$ cat config.mk
export PLATFORM = sky130hd
export DESIGN_NAME = decimal_string_to_bcd_real_flat
export DESIGN_NICKNAME = d
export VERILOG_FILES = /design/src/rtl/dsbr_pkg.sv /design/src/rtl/dsbr_if.sv /design/src/rtl/dsbr_front.sv /design/src/rtl/dsbr_queue.sv /design/src/rtl/dsbr_parse.sv /design/src/rtl/dsbr_fmt.sv /design/src/rtl/decimal_string_to_bcd_real.sv /design/src/flat_wrapper.sv
export SDC_FILE = /design/constraint.sdc
export NUM_CORES = 1
export LEC_CHECK = 0
export BUFFER_PORTS_ARGS = -buffer_cell sky130_fd_sc_hd__clkbuf_2
export CAP_MARGIN = 20
export CORE_UTILIZATION = 55
export DETAILED_ROUTE_END_ITERATION = 8
export HOLD_SLACK_MARGIN = 0.03
export PLACE_DENSITY = 0.8
export REMOVE_ABC_BUFFERS = 1
export SETUP_SLACK_MARGIN = 0.5
export SYNTH_ARGS = -nofsm -noshare
export SYNTH_HDL_FRONTEND = slang
export SYNTH_SLANG_ARGS = --single-unit
export TNS_END_PERCENT = 10
$ cat constraint.sdc
create_clock -name i_clk -period 8.2 [get_ports i_clk]
set_input_delay 0.82 -clock i_clk [delete_from_list [all_inputs] [get_ports i_clk]]
set_output_delay 0.82 -clock i_clk [all_outputs]
set_load 0.05 [all_outputs]
$ cat src/rtl/dsbr_pkg.sv
// shared types and constants for the decimal text to bcd real converter
package dsbr_pkg;

    localparam int EXP_ACC_W = 14;
    localparam logic [EXP_ACC_W-1:0] EXP_SAT = 14'd9999;
    localparam int PP_W  = 8;
    localparam int CNT_W = 7;
    localparam int Q_DEPTH = 4;
    localparam int Q_AW    = 2;
    localparam int WORD_W  = 64;
    localparam logic [3:0] SIGN_NEG_NIB = 4'd9;
    localparam logic [3:0] SIGN_POS_NIB = 4'd0;

    localparam logic [7:0] CH_SPACE = 8'h20;
    localparam logic [7:0] CH_TAB   = 8'h09;
    localparam logic [7:0] CH_LF    = 8'h0A;
    localparam logic [7:0] CH_CR    = 8'h0D;
    localparam logic [7:0] CH_0     = 8'h30;
    localparam logic [7:0] CH_9     = 8'h39;
    localparam logic [7:0] CH_DOT   = 8'h2E;
    localparam logic [7:0] CH_COMMA = 8'h2C;
    localparam logic [7:0] CH_E_UP  = 8'h45;
    localparam logic [7:0] CH_E_LO  = 8'h65;
    localparam logic [7:0] CH_PLUS  = 8'h2B;
    localparam logic [7:0] CH_MINUS = 8'h2D;

    typedef enum logic [2:0] {
        CLS_WS,
        CLS_DIGIT,
        CLS_RADIX,
        CLS_EXP,
        CLS_PLUS,
        CLS_MINUS,
        CLS_BAD
    } t_cls;

    typedef struct packed {
        t_cls       cls;
        logic [3:0] digit;
        logic       last;
    } t_tok;

    typedef struct packed {
        logic                        vld;
        logic                        syntax_ok;
        logic                        nonzero;
        logic                        sign_neg;
        logic                        exp_neg;
        logic [EXP_ACC_W-1:0]        exp_acc;
        logic signed [PP_W-1:0]      point_pos;
    } t_fin;

endpackage

$ cat src/rtl/dsbr_if.sv
// handshake channels: character input, radix configuration, result output
interface dsbr_char_if;
    logic       valid;
    logic       ready;
    logic [7:0] char_code;
    logic       last_char;
    modport source (output valid, output char_code, output last_char, input ready);
    modport sink   (input valid, input char_code, input last_char, output ready);
endinterface

interface dsbr_cfg_if;
    logic valid;
    logic ready;
    logic radix_is_comma;
    modport source (output valid, output radix_is_comma, input ready);
    modport sink   (input valid, input radix_is_comma, output ready);
endinterface

interface dsbr_res_if;
    logic        valid;
    logic        ready;
    logic        valid_res;
    logic [63:0] bcd_word;
    modport source (output valid, output valid_res, output bcd_word, input ready);
    modport sink   (input valid, input valid_res, input bcd_word, output ready);
endinterface

$ cat src/rtl/dsbr_front.sv
// front end: radix register and character classification
module dsbr_front import dsbr_pkg::*; (
    input  logic      i_clk,
    input  logic      i_rst_n,
    dsbr_cfg_if.sink  i_cfg,
    dsbr_char_if.sink i_char,
    input  logic      i_q_full,
    output logic      o_push,
    output t_tok      o_tok
);

    logic       r_radix_comma;
    logic [7:0] radix_ch;

    always_ff @(posedge i_clk) begin
        if (!i_rst_n) begin
            r_radix_comma <= 1'b0;
        end else if (i_cfg.valid && i_cfg.ready) begin
            r_radix_comma <= i_cfg.radix_is_comma;
        end
    end

    assign i_cfg.ready  = 1'b1;
    assign i_char.ready = !i_q_full;
    assign o_push       = i_char.valid && !i_q_full;

    always_comb begin
        radix_ch    = r_radix_comma ? CH_COMMA : CH_DOT;
        o_tok.last  = i_char.last_char;
        o_tok.digit = 4'd0;
        if (i_char.char_code inside {CH_SPACE, CH_TAB, CH_LF, CH_CR}) begin
            o_tok.cls = CLS_WS;
        end else if (i_char.char_code inside {[CH_0:CH_9]}) begin
            o_tok.cls   = CLS_DIGIT;
            o_tok.digit = i_char.char_code[3:0];
        end else if (i_char.char_code == radix_ch) begin
            o_tok.cls = CLS_RADIX;
        end else if (i_char.char_code inside {CH_E_UP, CH_E_LO}) begin
            o_tok.cls = CLS_EXP;
        end else if (i_char.char_code == CH_PLUS) begin
            o_tok.cls = CLS_PLUS;
        end else if (i_char.char_code == CH_MINUS) begin
            o_tok.cls = CLS_MINUS;
        end else begin
            o_tok.cls = CLS_BAD;
        end
    end

endmodule

$ cat src/rtl/dsbr_queue.sv
// short token queue between front end and parser
module dsbr_queue import dsbr_pkg::*; (
    input  logic i_clk,
    input  logic i_rst_n,
    input  logic i_push,
    input  t_tok i_tok,
    output logic o_full,
    input  logic i_pop,
    output logic o_empty,
    output t_tok o_tok
);

    t_tok            r_mem [Q_DEPTH];
    logic [Q_AW-1:0] r_wr;
    logic [Q_AW-1:0] r_rd;
    logic [Q_AW:0]   r_cnt;

    assign o_full  = (r_cnt == (Q_AW+1)'(Q_DEPTH));
    assign o_empty = (r_cnt == '0);
    assign o_tok   = r_mem[r_rd];

    always_ff @(posedge i_clk) begin
        if (i_push) begin
            r_mem[r_wr] <= i_tok;
        end
    end

    always_ff @(posedge i_clk) begin
        if (!i_rst_n) begin
            r_wr  <= '0;
            r_rd  <= '0;
            r_cnt <= '0;
        end else begin
            if (i_push) begin
                r_wr <= r_wr + 1'b1;
            end
            if (i_pop) begin
                r_rd <= r_rd + 1'b1;
            end
            if (i_push && !i_pop) begin
                r_cnt <= r_cnt + 1'b1;
            end else if (i_pop && !i_push) begin
                r_cnt <= r_cnt - 1'b1;
            end
        end
    end

endmodule

$ cat src/rtl/dsbr_parse.sv
// back end: grammar state machine, mantissa digit store and exponent accumulation
module dsbr_parse import dsbr_pkg::*; #(
    parameter int MANT_DIGITS = 12,
    parameter int MAX_CHARS   = 80
) (
    input  logic                     i_clk,
    input  logic                     i_rst_n,
    input  t_tok                     i_tok,
    input  logic                     i_avail,
    input  logic                     i_en,
    output logic                     o_pop,
    output t_fin                     o_fin,
    output logic [MANT_DIGITS*4-1:0] o_mant
);

    localparam int IW = (MANT_DIGITS > 1) ? $clog2(MANT_DIGITS) : 1;
    localparam int CW = $clog2(MANT_DIGITS + 1);

    typedef enum logic [3:0] {
        PH_LEAD,
        PH_SIGNED,
        PH_INT,
        PH_FRAC0,
        PH_FRAC,
        PH_EXPS,
        PH_EXP1,
        PH_EXPD,
        PH_ZTAIL,
        PH_TRAIL
    } t_phase;

    t_phase                 r_phase, n_phase, ph_eff;
    logic                   r_sign_neg, n_sign_neg;
    logic [3:0]             r_mant [MANT_DIGITS];
    logic [3:0]             n_mant [MANT_DIGITS];
    logic [CW-1:0]          r_ndig, n_ndig;
    logic signed [PP_W-1:0] r_pp, n_pp;
    logic                   r_nz, n_nz;
    logic [EXP_ACC_W-1:0]   r_acc, n_acc, acc_sat;
    logic [EXP_ACC_W+2:0]   acc_x10;
    logic                   r_eneg, n_eneg;
    logic [CNT_W-1:0]       r_cnt, n_cnt;
    logic                   r_failed, n_failed;
    t_fin                   r_fin;
    logic [MANT_DIGITS*4-1:0] r_mant_out, mant_flat;
    logic                   int_step, frac_step, exp_step, keep, nz_digit;
    logic                   is_ws, is_dig, is_rad, is_exp, is_sign, is_minus;
    logic                   syntax_ok, finish;

    function automatic logic end_ok(input t_phase ph);
        return (ph == PH_INT) || (ph == PH_FRAC) || (ph == PH_EXPD) || (ph == PH_ZTAIL);
    endfunction

    assign o_pop  = i_avail && i_en;
    assign finish = o_pop && i_tok.last;
    assign o_fin  = r_fin;
    assign o_mant = r_mant_out;

    always_comb begin
        n_phase    = r_phase;
        n_sign_neg = r_sign_neg;
        n_mant     = r_mant;
        n_ndig     = r_ndig;
        n_pp       = r_pp;
        n_nz       = r_nz;
        n_acc      = r_acc;
        n_eneg     = r_eneg;
        n_cnt      = r_cnt;
        n_failed   = r_failed;
        int_step   = 1'b0;
        frac_step  = 1'b0;
        exp_step   = 1'b0;
        keep       = 1'b0;
        is_ws      = (i_tok.cls == CLS_WS);
        is_dig     = (i_tok.cls == CLS_DIGIT);
        is_rad     = (i_tok.cls == CLS_RADIX);
        is_exp     = (i_tok.cls == CLS_EXP);
        is_minus   = (i_tok.cls == CLS_MINUS);
        is_sign    = is_minus || (i_tok.cls == CLS_PLUS);
        nz_digit   = r_nz || (i_tok.digit != 4'd0);
        ph_eff     = (r_phase == PH_LEAD) ? PH_SIGNED : r_phase;

        // exponent digits saturate well above any legal exponent
        acc_x10 = {r_acc, 3'b000} + {2'b00, r_acc, 1'b0} + {13'd0, i_tok.digit};
        acc_sat = (acc_x10 > (EXP_ACC_W+3)'(EXP_SAT)) ? EXP_SAT : acc_x10[EXP_ACC_W-1:0];

        if (!r_failed) begin
            if (r_phase == PH_TRAIL) begin
                if (!is_ws) begin
                    n_failed = 1'b1;
                end
            end else if (is_ws) begin
                if (r_phase != PH_LEAD) begin
                    if (end_ok(r_phase)) begin
                        n_phase = PH_TRAIL;
                    end else begin
                        n_failed = 1'b1;
                    end
                end
            end else if (r_cnt >= CNT_W'(MAX_CHARS - 1)) begin
                n_failed = 1'b1;
            end else begin
                n_cnt = r_cnt + 1'b1;
                if (i_tok.cls == CLS_BAD) begin
                    n_failed = 1'b1;
                end else if (r_phase == PH_LEAD && is_sign) begin
                    n_phase    = PH_SIGNED;
                    n_sign_neg = is_minus;
                end else begin
                    n_phase = ph_eff;
                    case (ph_eff)
                        PH_SIGNED: begin
                            if (is_dig) begin
                                int_step = 1'b1;
                                n_phase  = PH_INT;
                            end else if (is_rad) begin
                                n_phase = PH_FRAC0;
                            end else begin
                                n_failed = 1'b1;
                            end
                        end
                        PH_INT: begin
                            if (is_dig) begin
                                int_step = 1'b1;
                            end else if (is_rad) begin
                                n_phase = PH_FRAC;
                            end else if (is_exp) begin
                                n_phase = r_nz ? PH_EXPS : PH_ZTAIL;
                            end else begin
                                n_failed = 1'b1;
                            end
                        end
                        PH_FRAC0: begin
                            if (is_dig) begin
                                frac_step = 1'b1;
                                n_phase   = PH_FRAC;
                            end else begin
                                n_failed = 1'b1;
                            end
                        end
                        PH_FRAC: begin
                            if (is_dig) begin
                                frac_step = 1'b1;
                            end else if (!r_nz) begin
                                n_phase = PH_ZTAIL;
                            end else if (is_exp) begin
                                n_phase = PH_EXPS;
                            end else begin
                                n_failed = 1'b1;
                            end
                        end
                        PH_EXPS: begin
                            if (is_sign) begin
                                n_eneg  = is_minus;
                                n_phase = PH_EXP1;
                            end else if (is_dig) begin
                                exp_step = 1'b1;
                                n_phase  = PH_EXPD;
                            end else begin
                                n_failed = 1'b1;
                            end
                        end
                        PH_EXP1, PH_EXPD: begin
                            if (is_dig) begin
                                exp_step = 1'b1;
                                n_phase  = PH_EXPD;
                            end else begin
                                n_failed = 1'b1;
                            end
                        end
                        default: begin
                        end
                    endcase
                end
            end
        end

        // leading zeros take no digit slot; those after the radix move the point instead
        if (int_step && nz_digit) begin
            n_nz = 1'b1;
            n_pp = r_pp + 8'sd1;
            keep = 1'b1;
        end
        if (frac_step) begin
            if (nz_digit) begin
                n_nz = 1'b1;
                keep = 1'b1;
            end else begin
                n_pp = r_pp - 8'sd1;
            end
        end
        if (keep && (r_ndig < CW'(MANT_DIGITS))) begin
            n_mant[r_ndig[IW-1:0]] = i_tok.digit;
            n_ndig                 = r_ndig + 1'b1;
        end
        if (exp_step) begin
            n_acc = acc_sat;
        end

        // first stored digit goes to the most significant nibble
        for (int i = 0; i < MANT_DIGITS; i++) begin
            mant_flat[4*(MANT_DIGITS-1-i) +: 4] = n_mant[i];
        end
        syntax_ok = !n_failed && ((n_phase == PH_TRAIL) || end_ok(n_phase));
    end

    always_ff @(posedge i_clk) begin
        if (!i_rst_n) begin
            r_phase    <= PH_LEAD;
            r_sign_neg <= 1'b0;
            r_ndig     <= '0;
            r_pp       <= '0;
            r_nz       <= 1'b0;
            r_acc      <= '0;
            r_eneg     <= 1'b0;
            r_cnt      <= '0;
            r_failed   <= 1'b0;
            r_fin.vld  <= 1'b0;
            for (int i = 0; i < MANT_DIGITS; i++) begin
                r_mant[i] <= 4'd0;
            end
        end else begin
            if (i_en) begin
                r_fin.vld <= finish;
            end
            if (finish) begin
                r_fin.syntax_ok <= syntax_ok;
                r_fin.nonzero   <= n_nz;
                r_fin.sign_neg  <= n_sign_neg;
                r_fin.exp_neg   <= n_eneg;
                r_fin.exp_acc   <= n_acc;
                r_fin.point_pos <= n_pp;
                r_mant_out      <= mant_flat;
                r_phase         <= PH_LEAD;
                r_sign_neg      <= 1'b0;
                r_ndig          <= '0;
                r_pp            <= '0;
                r_nz            <= 1'b0;
                r_acc           <= '0;
                r_eneg          <= 1'b0;
                r_cnt           <= '0;
                r_failed        <= 1'b0;
                for (int i = 0; i < MANT_DIGITS; i++) begin
                    r_mant[i] <= 4'd0;
                end
            end else if (o_pop) begin
                r_phase    <= n_phase;
                r_sign_neg <= n_sign_neg;
                r_mant     <= n_mant;
                r_ndig     <= n_ndig;
                r_pp       <= n_pp;
                r_nz       <= n_nz;
                r_acc      <= n_acc;
                r_eneg     <= n_eneg;
                r_cnt      <= n_cnt;
                r_failed   <= n_failed;
            end
        end
    end

endmodule

$ cat src/rtl/dsbr_fmt.sv
// result pipeline: exponent range check, binary to bcd per stage, output register
module dsbr_fmt import dsbr_pkg::*; #(
    parameter int MANT_DIGITS = 12,
    parameter int EXP_DIGITS  = 3
) (
    input  logic                     i_clk,
    input  logic                     i_rst_n,
    input  t_fin                     i_fin,
    input  logic [MANT_DIGITS*4-1:0] i_mant,
    output logic                     o_en,
    dsbr_res_if.source               o_res
);

    localparam int ED = EXP_DIGITS;
    localparam int MW = MANT_DIGITS * 4;
    localparam int EW = EXP_DIGITS * 4;
    localparam int FW = EW + MW + 4;
    localparam int MAXE = 5 * (10 ** (EXP_DIGITS - 1));
    localparam logic signed [15:0] MAXE_S     = 16'(MAXE);
    localparam logic signed [15:0] TWO_MAXE_S = 16'(2 * MAXE);
    // v / 10 == (v * 52429) >> 19 for every v below 43690
    localparam logic [29:0] RECIP10 = 30'd52429;
    localparam int RSH = 19;

    logic                 r_vld  [0:ED];
    logic                 r_ok   [0:ED];
    logic                 r_nz   [0:ED];
    logic                 r_sgn  [0:ED];
    logic [MW-1:0]        r_mant [0:ED];
    logic [EXP_ACC_W-1:0] r_v    [0:ED];
    logic [EW-1:0]        r_exp  [0:ED];

    logic [29:0]          prod   [1:ED];
    logic [EXP_ACC_W-1:0] quot   [1:ED];
    logic [EXP_ACC_W-1:0] rem    [1:ED];
    logic [EW-1:0]        n_exp  [1:ED];

    logic signed [15:0]   acc_s, pp_s, e_raw, e_adj;
    logic                 in_range, ok0;
    logic [FW-1:0]        word_full;

    assign o_en = !(r_vld[ED] && !o_res.ready);

    always_comb begin
        acc_s    = {2'b00, i_fin.exp_acc};
        pp_s     = {{(16-PP_W){i_fin.point_pos[PP_W-1]}}, i_fin.point_pos};
        e_raw    = (i_fin.exp_neg ? -acc_s : acc_s) + pp_s - 16'sd1;
        in_range = (e_raw > -MAXE_S) && (e_raw < MAXE_S);
        e_adj    = (e_raw < 16'sd0) ? (e_raw + TWO_MAXE_S) : e_raw;
        ok0      = i_fin.syntax_ok && (!i_fin.nonzero || in_range);
    end

    always_comb begin
        for (int k = 1; k <= ED; k++) begin
            prod[k]  = 30'(r_v[k-1]) * RECIP10;
            quot[k]  = EXP_ACC_W'(prod[k] >> RSH);
            rem[k]   = r_v[k-1] - ({quot[k][EXP_ACC_W-4:0], 3'b000} + {quot[k][EXP_ACC_W-2:0], 1'b0});
            n_exp[k] = r_exp[k-1];
            n_exp[k][4*(k-1) +: 4] = rem[k][3:0];
        end
    end

    always_ff @(posedge i_clk) begin
        if (!i_rst_n) begin
            for (int k = 0; k <= ED; k++) begin
                r_vld[k] <= 1'b0;
            end
        end else if (o_en) begin
            r_vld[0] <= i_fin.vld;
            for (int k = 1; k <= ED; k++) begin
                r_vld[k] <= r_vld[k-1];
            end
        end
    end

    always_ff @(posedge i_clk) begin
        if (o_en) begin
            r_ok[0]   <= ok0;
            r_nz[0]   <= i_fin.nonzero;
            r_sgn[0]  <= i_fin.sign_neg;
            r_mant[0] <= i_mant;
            r_v[0]    <= e_adj[EXP_ACC_W-1:0];
            r_exp[0]  <= '0;
            for (int k = 1; k <= ED; k++) begin
                r_ok[k]   <= r_ok[k-1];
                r_nz[k]   <= r_nz[k-1];
                r_sgn[k]  <= r_sgn[k-1];
                r_mant[k] <= r_mant[k-1];
                r_v[k]    <= quot[k];
                r_exp[k]  <= n_exp[k];
            end
        end
    end

    // nibbles beyond the word width fall off in the size cast
    assign word_full = {(r_sgn[ED] ? SIGN_NEG_NIB : SIGN_POS_NIB), r_mant[ED], r_exp[ED]};

    assign o_res.valid     = r_vld[ED];
    assign o_res.valid_res = r_ok[ED];
    assign o_res.bcd_word  = (r_ok[ED] && r_nz[ED]) ? WORD_W'(word_full) : '0;

endmodule

$ cat src/rtl/decimal_string_to_bcd_real.sv
// decimal text to bcd real converter: characters in, one packed word out per string
// result path: parser finish record, range-check stage, then the bcd exponent stages
// throughput: one character per cycle unless the output stalls; parser steps on the queue head
// the exponent pipeline has one bcd digit stage per exponent digit; a four-entry queue parts
// front end and parser; sync active-low reset clears parser, queue, pipeline and radix to '.'
module decimal_string_to_bcd_real import dsbr_pkg::*; #(
    parameter int MANT_DIGITS = 12,
    parameter int EXP_DIGITS  = 3,
    parameter int MAX_CHARS   = 80
) (
    input  logic        i_clk,
    input  logic        i_rst_n,
    dsbr_cfg_if.sink    i_cfg,
    dsbr_char_if.sink   i_char,
    dsbr_res_if.source  o_res
);

    logic                     q_full;
    logic                     q_empty;
    logic                     push;
    logic                     pop;
    logic                     en;
    t_tok                     tok_in;
    t_tok                     tok_out;
    t_fin                     fin;
    logic [MANT_DIGITS*4-1:0] mant;

    dsbr_front u_front (
        .i_clk    (i_clk),
        .i_rst_n  (i_rst_n),
        .i_cfg    (i_cfg),
        .i_char   (i_char),
        .i_q_full (q_full),
        .o_push   (push),
        .o_tok    (tok_in)
    );

    dsbr_queue u_queue (
        .i_clk   (i_clk),
        .i_rst_n (i_rst_n),
        .i_push  (push),
        .i_tok   (tok_in),
        .o_full  (q_full),
        .i_pop   (pop),
        .o_empty (q_empty),
        .o_tok   (tok_out)
    );

    dsbr_parse #(
        .MANT_DIGITS (MANT_DIGITS),
        .MAX_CHARS   (MAX_CHARS)
    ) u_parse (
        .i_clk   (i_clk),
        .i_rst_n (i_rst_n),
        .i_tok   (tok_out),
        .i_avail (!q_empty),
        .i_en    (en),
        .o_pop   (pop),
        .o_fin   (fin),
        .o_mant  (mant)
    );

    dsbr_fmt #(
        .MANT_DIGITS (MANT_DIGITS),
        .EXP_DIGITS  (EXP_DIGITS)
    ) u_fmt (
        .i_clk   (i_clk),
        .i_rst_n (i_rst_n),
        .i_fin   (fin),
        .i_mant  (mant),
        .o_en    (en),
        .o_res   (o_res)
    );

endmodule

$ cat src/flat_wrapper.sv
// flat-port wrapper written by rule: the top's interface ports become plain ports
module decimal_string_to_bcd_real_flat import dsbr_pkg::*;
#(
    parameter int MANT_DIGITS = 12,
    parameter int EXP_DIGITS  = 3,
    parameter int MAX_CHARS   = 80
)
  (i_clk, i_rst_n, i_cfg_valid, i_cfg_radix_is_comma, i_cfg_ready, i_char_valid, i_char_char_code, i_char_last_char, i_char_ready, o_res_valid, o_res_valid_res, o_res_bcd_word, o_res_ready);
  dsbr_cfg_if i_cfg_i ();
  dsbr_char_if i_char_i ();
  dsbr_res_if o_res_i ();
  input  logic i_clk;
  input  logic i_rst_n;
  input wire logic [$bits(i_cfg_i.valid)-1:0] i_cfg_valid;
  input wire logic [$bits(i_cfg_i.radix_is_comma)-1:0] i_cfg_radix_is_comma;
  output wire logic [$bits(i_cfg_i.ready)-1:0] i_cfg_ready;
  input wire logic [$bits(i_char_i.valid)-1:0] i_char_valid;
  input wire logic [$bits(i_char_i.char_code)-1:0] i_char_char_code;
  input wire logic [$bits(i_char_i.last_char)-1:0] i_char_last_char;
  output wire logic [$bits(i_char_i.ready)-1:0] i_char_ready;
  output wire logic [$bits(o_res_i.valid)-1:0] o_res_valid;
  output wire logic [$bits(o_res_i.valid_res)-1:0] o_res_valid_res;
  output wire logic [$bits(o_res_i.bcd_word)-1:0] o_res_bcd_word;
  input wire logic [$bits(o_res_i.ready)-1:0] o_res_ready;
  assign i_cfg_i.valid = i_cfg_valid;
  assign i_cfg_i.radix_is_comma = i_cfg_radix_is_comma;
  assign i_cfg_ready = i_cfg_i.ready;
  assign i_char_i.valid = i_char_valid;
  assign i_char_i.char_code = i_char_char_code;
  assign i_char_i.last_char = i_char_last_char;
  assign i_char_ready = i_char_i.ready;
  assign o_res_valid = o_res_i.valid;
  assign o_res_valid_res = o_res_i.valid_res;
  assign o_res_bcd_word = o_res_i.bcd_word;
  assign o_res_i.ready = o_res_ready;
  decimal_string_to_bcd_real #(.MANT_DIGITS(MANT_DIGITS), .EXP_DIGITS(EXP_DIGITS), .MAX_CHARS(MAX_CHARS)) u_core (.i_clk(i_clk), .i_rst_n(i_rst_n), .i_cfg(i_cfg_i), .i_char(i_char_i), .o_res(o_res_i));
endmodule
======== Word-level counts from Yosys, hierarchy flattened ========
Memories as Yosys holds them, arrays and structs flattened. A register that Yosys moved wholly into a read port is not among the register bits.
Index checks and enable logic that the tools add are counted.
word-level totals
  register bits after elaboration ......... 172
  logic and storage cells ................. 286
  input bits .............................. 15
  memory bits (writable) .................. 344
  output and inout port bits .............. 68
  memories ................................ 8
memory list
  name                  words  bits a word  read ports  clocked after Yosys merged registers in  write ports  RTL line          text
  u_core.u_fmt.r_mant   4      48           4           0                                        4            dsbr_fmt.sv:29    logic [MW-1:0] r_mant [0:ED];
  u_core.u_fmt.r_v      4      14           3           0                                        4            dsbr_fmt.sv:30    logic [EXP_ACC_W-1:0] r_v [0:ED];
  u_core.u_fmt.r_exp    4      12           4           0                                        4            dsbr_fmt.sv:31    logic [EW-1:0] r_exp [0:ED];
  u_core.u_queue.r_mem  4      8            1           1                                        1            dsbr_queue.sv:13  t_tok r_mem [Q_DEPTH];
  u_core.u_fmt.r_nz     4      1            4           0                                        4            dsbr_fmt.sv:27    logic r_nz [0:ED];
  u_core.u_fmt.r_ok     4      1            4           0                                        4            dsbr_fmt.sv:26    logic r_ok [0:ED];
  2 more memories       -      -            -           -                                        -            -
operators by class
  equality and inequality tests ........... 33
  bitwise gates (word level) .............. 10
  reduce and logical (&&, ||, !) cells .... 49
  $add $sub $neg .......................... 20
  magnitude comparators ................... 10
  $mul .................................... 3
  mux-type cells .......................... 120
operator list
  operator                  number
  $mux W4                   25
  $mul A14 B16 Y30 const B  3
  $mux W1                   70
  $mux W64                  1
  $bwmux W48                1
  $mux W48                  1
  $mux W14                  3
  $eq A4 B3 Y1 const B      8
  $eq A8 B4 Y1 const B      3
  $eq A8 B6 Y1 const B      3
  $mux W8                   3
  $pmux W4 S6               1
  $mux W3                   7
  $add A17 B15 Y17          1
  $add A17 B4 Y17           1
  $gt A17 B14 Y1 const B    1
  $add A16 B8 Y16           1
  $demux W4 S4              1
  $eq A4 B2 Y1 const B      4
  $eq A4 B4 Y1 const B      4
  $eq A8 B7 Y1 const B      2
  $gt A16 B10 Y1 const B    1
  $lt A16 B1 Y1 const B     1
  $lt A16 B10 Y1 const B    1
  41 further kinds          98

======== Depth between registers and ports, before layout ========
Gate-level depths: netlist of the first run.
  depth after elaboration ................. 18
  mapped depth ............................ 27
  depth with buffers taken out ............ 27

======== Hierarchy ========
From an unflattened synthesis of the first run, not the netlist that was laid out.
unflattened totals
  cell total of the unflattened synthesis .. 2,406
  area total of the unflattened synthesis .. 28,539.9 sq um
modules (own cells, without submodules)
  module                      cells each  area each (sq um)  sequential area each (sq um)  instances
  dsbr_fmt                    1,406       18,097.4           7,987.7                       1
  dsbr_parse                  877         8,569.5            4,023.9                       1
  dsbr_queue                  85          1,602.8            1,141.1                       1
  dsbr_front                  37          266.5              20.0                          1
  decimal_string_to_bcd_real  1           3.8                0.0                           1

======== Least setup slack after synthesis of the first run ========
OpenSTA, ideal clock, no wires.
  kind .................................... input to register
  start point ............................. input o_res_ready
  end point ............................... memory u_core.u_fmt.r_vld[3] (data pin)
  setup slack ............................. 1,357 ps
  cell stages on the path ................. 4
  buffers on the path ..................... 1
  required time ........................... 8,030 ps
  arrival time ............................ 6,673 ps
  setup time .............................. 170 ps
  cell sequence ........................... nor2b_1 -> clkbuf_1 -> inv_1 -> and3_1
RTL lines
  element      RTL line            text
  from (decl)  flat_wrapper.sv:24  input wire logic [$bits(o_res_i.ready)-1:0] o_res_ready;
  to (decl)    dsbr_fmt.sv:25      logic r_vld [0:ED];

==> impl_metrics.csv, run 1 <==
group,metric,value,unit
job,maxCapViolations,0,
cts,clock_tree.root_cell,"clkbuf_16",
route,number_of_routed_nets_with_antenna_violations,0,
sta,timing_worst_slew_pin_value,1010,ps
route,finalWirelength,51900,um
cts,clock_tree.htree_level_count,2,
die,initial_core_util,0.557,
worst_setup_path,cp_capture_type,"flip-flop",
synthesis,synth.cell_area,27900,um2
synthesis,synth_area_per_cell,12.1,um2
synthesis,synth-edff-count,370,
synthesis,yosysWarnings,0,
die,die_width,227,um
die,io_pins,83,
layout,finalNetCount,2854,
synthesis,synthDistinctLibCells,78,
min_path,hold_path_class,"reg2reg",
layout,layout-area-overhead-vs-synth,9.71,%
sta,timing.final.crit_period,6280,ps
grt,grt_antenna_before_repair,0,
grt,grt_util_all_layers,0.205,
synthesis,yosys-top-cells-count,"370 x edfxtp_1, 332 x ha_1, 310 x inv_1",
synthesis,synthArstFlopShare,0,
synthesis,post-synth-top-area-fraction,0.398,
worst_setup_path,path_max_fanout,4,
place,gp_congestion,0.900,
worst_setup_path,critPathLaunchType,"flip-flop",
worst_setup_path,cpMaxStageDelayCell,"fa_1",
sta,timing.final.setup_violations,0,
die,placementRows,82,
place,port_buffers,79,
route,drt_iter0_drc,906,
grt,grt_max_degree,116,
synthesis,synth_seq_cells,473,
cts,cts_tree,"done",
sta,fin_skew,20.6,ps
route,dr_total_vias,17200,
synthesis,syn_inst,2312,
synthesis,postSynth.topFlopCell,"edfxtp_1",
grt,grt-ovfl-total,0,
worst_setup_path,criticalPathCategory,"reg2reg",
cts,cts_sinks,473,
cts,postCtsSetupBuffers,0,
route,drc_errors,0,
sta,final_period_util,0.766,
sta,fin_tns_setup,0,ps
worst_setup_path,crit_buf_inv,6,
worst_setup_path,cpLargestDelayFamily,"adder cells",
cts,cts.hold.buffers_added,0,
worst_setup_path,critical_path_arrival,6600,ps
worst_setup_path,regToRegSetupSlack,1920,ps
cts,clk_path_buf_depth,3,
outcome,status,"completed",
synthesis,synth_top_cell_by_area,"edfxtp_1",
worst_setup_path,critical_path_required,8520,ps
route,wl_per_cell,16.8,um
worst_setup_path,critical_path.cell_chain,"inv_1 > ha_1 > inv_1 > fa_1 > inv_1 > fa_1 > fa_1 > inv_1 > fa_1 > inv_1 > fa_1 > inv_1 > ha_1 > a211oi_1 > nand3b_1 > a221oi_1 > o21bai_1 > a21oi_1 > xnor2_1 > ha_1 > nand2_1 > nand2_1 > xnor2_1 > xnor2_1",
cts,ctsResizeCount,0,
sta,finalHoldViolations,0,
layout,fillCellCount,3799,
worst_setup_path,crit_path_max_incr_delay,560,ps
synthesis,netlist_top_cells_area,"edfxtp_1 40%, ha_1 15%, fa_1 8.9%",
cts,insertion_delay,590,ps
synthesis,synth_seq_area_share,0.472,
layout,layout-drive-gt1-share,0.104,
die,die_h,227,um
sta,drv_slew,0,
route,via_per_inst,5.55,
sta,grt_setup_unrepaired,"false",
synthesis,synth.most_common_cell,"edfxtp_1",
sta,fmax,159,MHz
layout,antenna_cells,0,
die,dieArea,51600,um2
cts,clk_pin_slew_worst_paths,60,ps
sta,timing.slew.headroom,0.326,
grt,grt_pass1_vias,17400,
die,floorplan.core_area,50100,um2
grt,grt_pass1_wl,85300,um
route,firstDrtPassIters,6,
cts,tritoncts.num_buffers,48,
place,post-dp-hpwl,36800,um
worst_setup_path,crit_path_frequent_cell,"inv_1",
==> worst paths after layout <==
check | from | endpoint | cells after the start
setup / recovery | u_core.u_fmt.r_v[0][12] | u_core.u_fmt.r_exp[1][3] | 24
hold / removal | u_core.u_fmt.r_mant[0][11] | u_core.u_fmt.r_mant[1][11] | 0
setup reg to reg | u_core.u_fmt.r_v[0][12] | u_core.u_fmt.r_exp[1][3] | 24
hold reg to reg | u_core.u_fmt.r_mant[0][11] | u_core.u_fmt.r_mant[1][11] | 0
==> placed cells by master (no fill, tap or decap), types with 7 or more instances in the layout <==
cell type / instances
inv_1: 309
nor3_1: 39
o31a_1: 10
edfxtp_1: 370
nand3_1: 37
a31oi_1: 9
or2_2: 8
o211ai_1: 12
or3_1: 15
nor2_1: 149
clkbuf_2: 79
o21bai_1: 7
o31ai_1: 7
a211oi_1: 14
xnor2_1: 63
o21ai_0: 56
mux2_2: 46
nor2b_1: 9
fa_1: 124
o21a_1: 10
mux4_2: 8
clkbuf_16: 48
nand2_1: 95
xor2_1: 56
ha_1: 332
o22a_1: 8
a21oi_1: 72
clkinv_2: 9
a21o_1: 10
nand4_1: 10
nand2b_1: 14
dfxtp_1: 103
mux2i_1: 54
buf_4: 8
and2_1: 10
and3_1: 71
==> stage by stage <==
step	setup slack, ps	hold WS, ps	cell area (um2)	util	instances
after CTS	1870	419	30600	0.612	3094
after floorplan	1450	400	27600	-	2246
after detailed placement	1870	405	29000	0.578	3005
final	1920	417	30600	0.612	3094
after global placement	2020	401	29000	0.578	3005
after global routing	1410	422	30600	0.612	3094
==> final cells by class <==
type / count / area [um2] / area share
Sequential cell: 473 / 13200 / 0.430
Clock inverter: 36 / 433 / 0.0141
Timing Repair Buffer: 87 / 455 / 0.0149
Multi-Input combinational cell: 1463 / 13300 / 0.435
Clock buffer: 53 / 1230 / 0.0402
Inverter: 310 / 1170 / 0.0382
Tap cell: 672 / 841 / 0.0275
==> sequential cells by signal, summed over array words and instances, names as in the netlist, 2 cells and up, named ones only <==
register	cells
u_core.u_fmt.r_exp	24
u_core.u_fmt.r_mant	192
u_core.u_fmt.r_nz	4
u_core.u_fmt.r_ok	4
u_core.u_fmt.r_sgn	4
u_core.u_fmt.r_v	35
u_core.u_fmt.r_vld	4
u_core.u_parse.o_fin	27
u_core.u_parse.o_mant	48
u_core.u_parse.r_acc	14
u_core.u_parse.r_cnt	7
u_core.u_parse.r_mant	48
u_core.u_parse.r_ndig	4
u_core.u_parse.r_phase	4
u_core.u_parse.r_pp	8
u_core.u_queue.r_cnt	3
u_core.u_queue.r_mem	32
u_core.u_queue.r_rd	2
u_core.u_queue.r_wr	2
==> kinds of logic after synthesis <==
kind of cell             share of synthesized area
AND/OR/NAND/NOR                             0.0893
flip-flops                                   0.472
adder cells (fa/ha/maj)                      0.238
buffers and inverters                       0.0514
AO/OA/AOI/OAI                               0.0663
XOR/XNOR                                    0.0373
multiplexers                                0.0456
other                                     0.000269
==> metal layers <==
metal  global-route usage  part of all wire  wire length (um)  vias up
li1                     -                 -                 -     8299
met1                0.269              0.44             23000     8389
met2                0.357              0.49             25600      404
met3               0.0272             0.044              2270       77
met4               0.0556             0.019               997        0
met5                    0                 0                 0        -
==> worst register-to-register path, stage by stage, from the launching register on <==
cell	delay, ps
edfxtp_1	410
inv_1	70
ha_1	270
inv_1	70
fa_1	560
inv_1	90
fa_1	510
fa_1	560
inv_1	50
fa_1	490
inv_1	50
fa_1	530
inv_1	50
ha_1	310
a211oi_1	200
nand3b_1	90
a221oi_1	320
o21bai_1	170
a21oi_1	250
xnor2_1	180
ha_1	300
nand2_1	70
nand2_1	60
xnor2_1	240
xnor2_1	120
Power of run 1 is not shown: default switching activity piles up to over one toggle a cycle in this logic, so the estimate is an artifact.
==> run 2, diff against run 1 <==
clock period = 6.2 ns   (was 8.2 ns; I/O delays follow)
==> run 2 against run 1 <==
Compared with the run above: critical path depth increased by 1; routed wire length rose by 0.56%; hold slack worse by 150 ps; fmax is 5.9% higher; non-clock buffer count up 43; sequential share of layout area fell by 0.94 points; final area increased by 2.2%; first-iteration DRC count grew 3.1%; cell count grew 1.4%.
==> impl_metrics.csv, run 2 (synthesized netlist as in run 1, its figures left out) <==
group,metric,value,unit
cts,tritoncts.num_buffers,48,
layout,largest_register_ffs,192,
sta,fin_skew,22.6,ps
route,drt_iter0_drc,934,
min_path,hold_path_class,"in2reg",
sta,drv_slew,0,
worst_setup_path,critical_path_required,6530,ps
grt,grt_antenna_before_repair,0,
place,port_buffers,79,
cts,clk_path_buf_depth,3,
outcome,status,"completed",
sta,grt_setup_unrepaired,"true",
route,firstDrtPassIters,5,
grt,grt_max_degree,133,
worst_setup_path,crit_buf_inv,4,
place,gp_congestion,0.909,
layout,final_common_cell,"edfxtp_1",
cts,insertion_delay,590,ps
route,dr_total_vias,17300,
layout,antenna_cells,0,
cts,cts_sinks,473,
layout,max_flop_register,"u_core.u_fmt.r_mant",
cts,clock_tree.htree_level_count,2,
worst_setup_path,cp_capture_type,"flip-flop",
worst_setup_path,cpMaxStageDelayCell,"fa_1",
worst_setup_path,cpLargestDelayFamily,"adder cells",
cts,clock_tree.root_cell,"clkbuf_16",
worst_setup_path,crit_path_max_incr_delay,540,ps
grt,grt_pass1_wl,84500,um
sta,timing.final.setup_violations,0,
worst_setup_path,path_max_fanout,2,
layout,layout-drive-gt1-share,0.142,
worst_setup_path,critPathLaunchType,"flip-flop",
layout,fillCellCount,3757,
die,die_h,227,um
place,post-dp-hpwl,37300,um
layout,most_used_cells_in_the_layout_excluding_fill_and_tap_cells,"370 x edfxtp_1, 311 x ha_1, 297 x inv_1",
cts,cts_tree,"done",
die,placementRows,82,
worst_setup_path,criticalPathCategory,"reg2reg",
layout,finalNetCount,2897,
sta,timing_worst_slew_pin_value,1060,ps
die,dieArea,51600,um2
layout,final-instance-count-excl-fill,3138,
cts,cts.hold.buffers_added,0,
place,placed_cells_incl_taps,3017,
job,maxCapViolations,0,
sta,timing.final.crit_period,5940,ps
sta,fmax,168,MHz
layout,layout-area-overhead-vs-synth,12.2,%
route,finalWirelength,52200,um
sta,finalHoldViolations,0,
worst_setup_path,crit_path_frequent_cell,"xnor2_1",
cts,clk_pin_slew_worst_paths,60,ps
sta,timing.slew.headroom,0.291,
route,drc_errors,0,
die,die_width,227,um
worst_setup_path,critical_path_arrival,6270,ps
die,io_pins,83,
grt,grt-ovfl-total,0,
sta,final_period_util,0.957,
worst_setup_path,regToRegSetupSlack,260,ps
route,wl_per_cell,16.6,um
route,number_of_routed_nets_with_antenna_violations,0,
route,via_per_inst,5.53,
grt,grt_util_all_layers,0.204,
grt,grt_pass1_vias,17400,
die,initial_core_util,0.557,
die,floorplan.core_area,50100,um2
==> run 2: changes by cell type in the layout (fill, tap and decap cells not counted), sizes merged <==
cell	before	now
buf	8	51
clkbuf	132	143
clkinv	18	9
inv	317	316
==> run 2: what timing repair did <==
action                     CTS  global route
gates resized for setup     30            34
pin swaps                   25            25
setup endpoints to repair   14            25
buffers inserted            26             5
==> run 2: routing by layer <==
| metal | wire (um) | vias to the layer above | global-route usage |
|---|---|---|---|
| li1 | - | 8375 | - |
| met1 | 22900 | 8461 | 0.265 |
| met2 | 26100 | 411 | 0.353 |
| met3 | 2050 | 91 | 0.0272 |
| met4 | 1180 | 0 | 0.0628 |
| met5 | 0 | - | 0 |
==> run 2: stage by stage <==
stage               hold slack (ps)  TNS [ps]  utilization  instance area [um2]  setup slack (ps)
global route                    246         0        0.625                31300              72.6
global placement                401         0        0.580                29000              94.0
CTS                             236         0        0.621                31100               370
finish                          264         0        0.625                31300               265
detailed placement              405      -163        0.580                29000              -163
floorplan                       400   -113540            -                27600              -522
==> run 2: layout make-up <==
type,count,area (um2),share of cell area
multi-input cells,1463,13600,0.436
flip-flops and latches,473,13200,0.421
clock buffers,64,1320,0.0422
repair buffers,130,782,0.0250
inverters,310,1170,0.0374
clock inverters,26,365,0.0117
well taps,672,841,0.0269
==> run 2: final timing paths <==
path,startpoint,end,cells after the start
setup / recovery,u_core.u_fmt.r_v[2][6],u_core.u_fmt.r_exp[3][11],25
hold / removal,i_cfg_radix_is_comma,u_core.u_front.r_radix_comma,3
setup reg to reg,u_core.u_fmt.r_v[2][6],u_core.u_fmt.r_exp[3][11],25
hold reg to reg,u_core.u_fmt.r_nz[2],u_core.u_fmt.r_nz[3],0
==> run 2: tightest hold or removal path, delay by kind of cell <==
kind	cells	cell delay, ps
buffers and inverters	1	70
muxes	1	50
and+or+nand+nor	1	70
Power of run 2 is left out for the same reason.
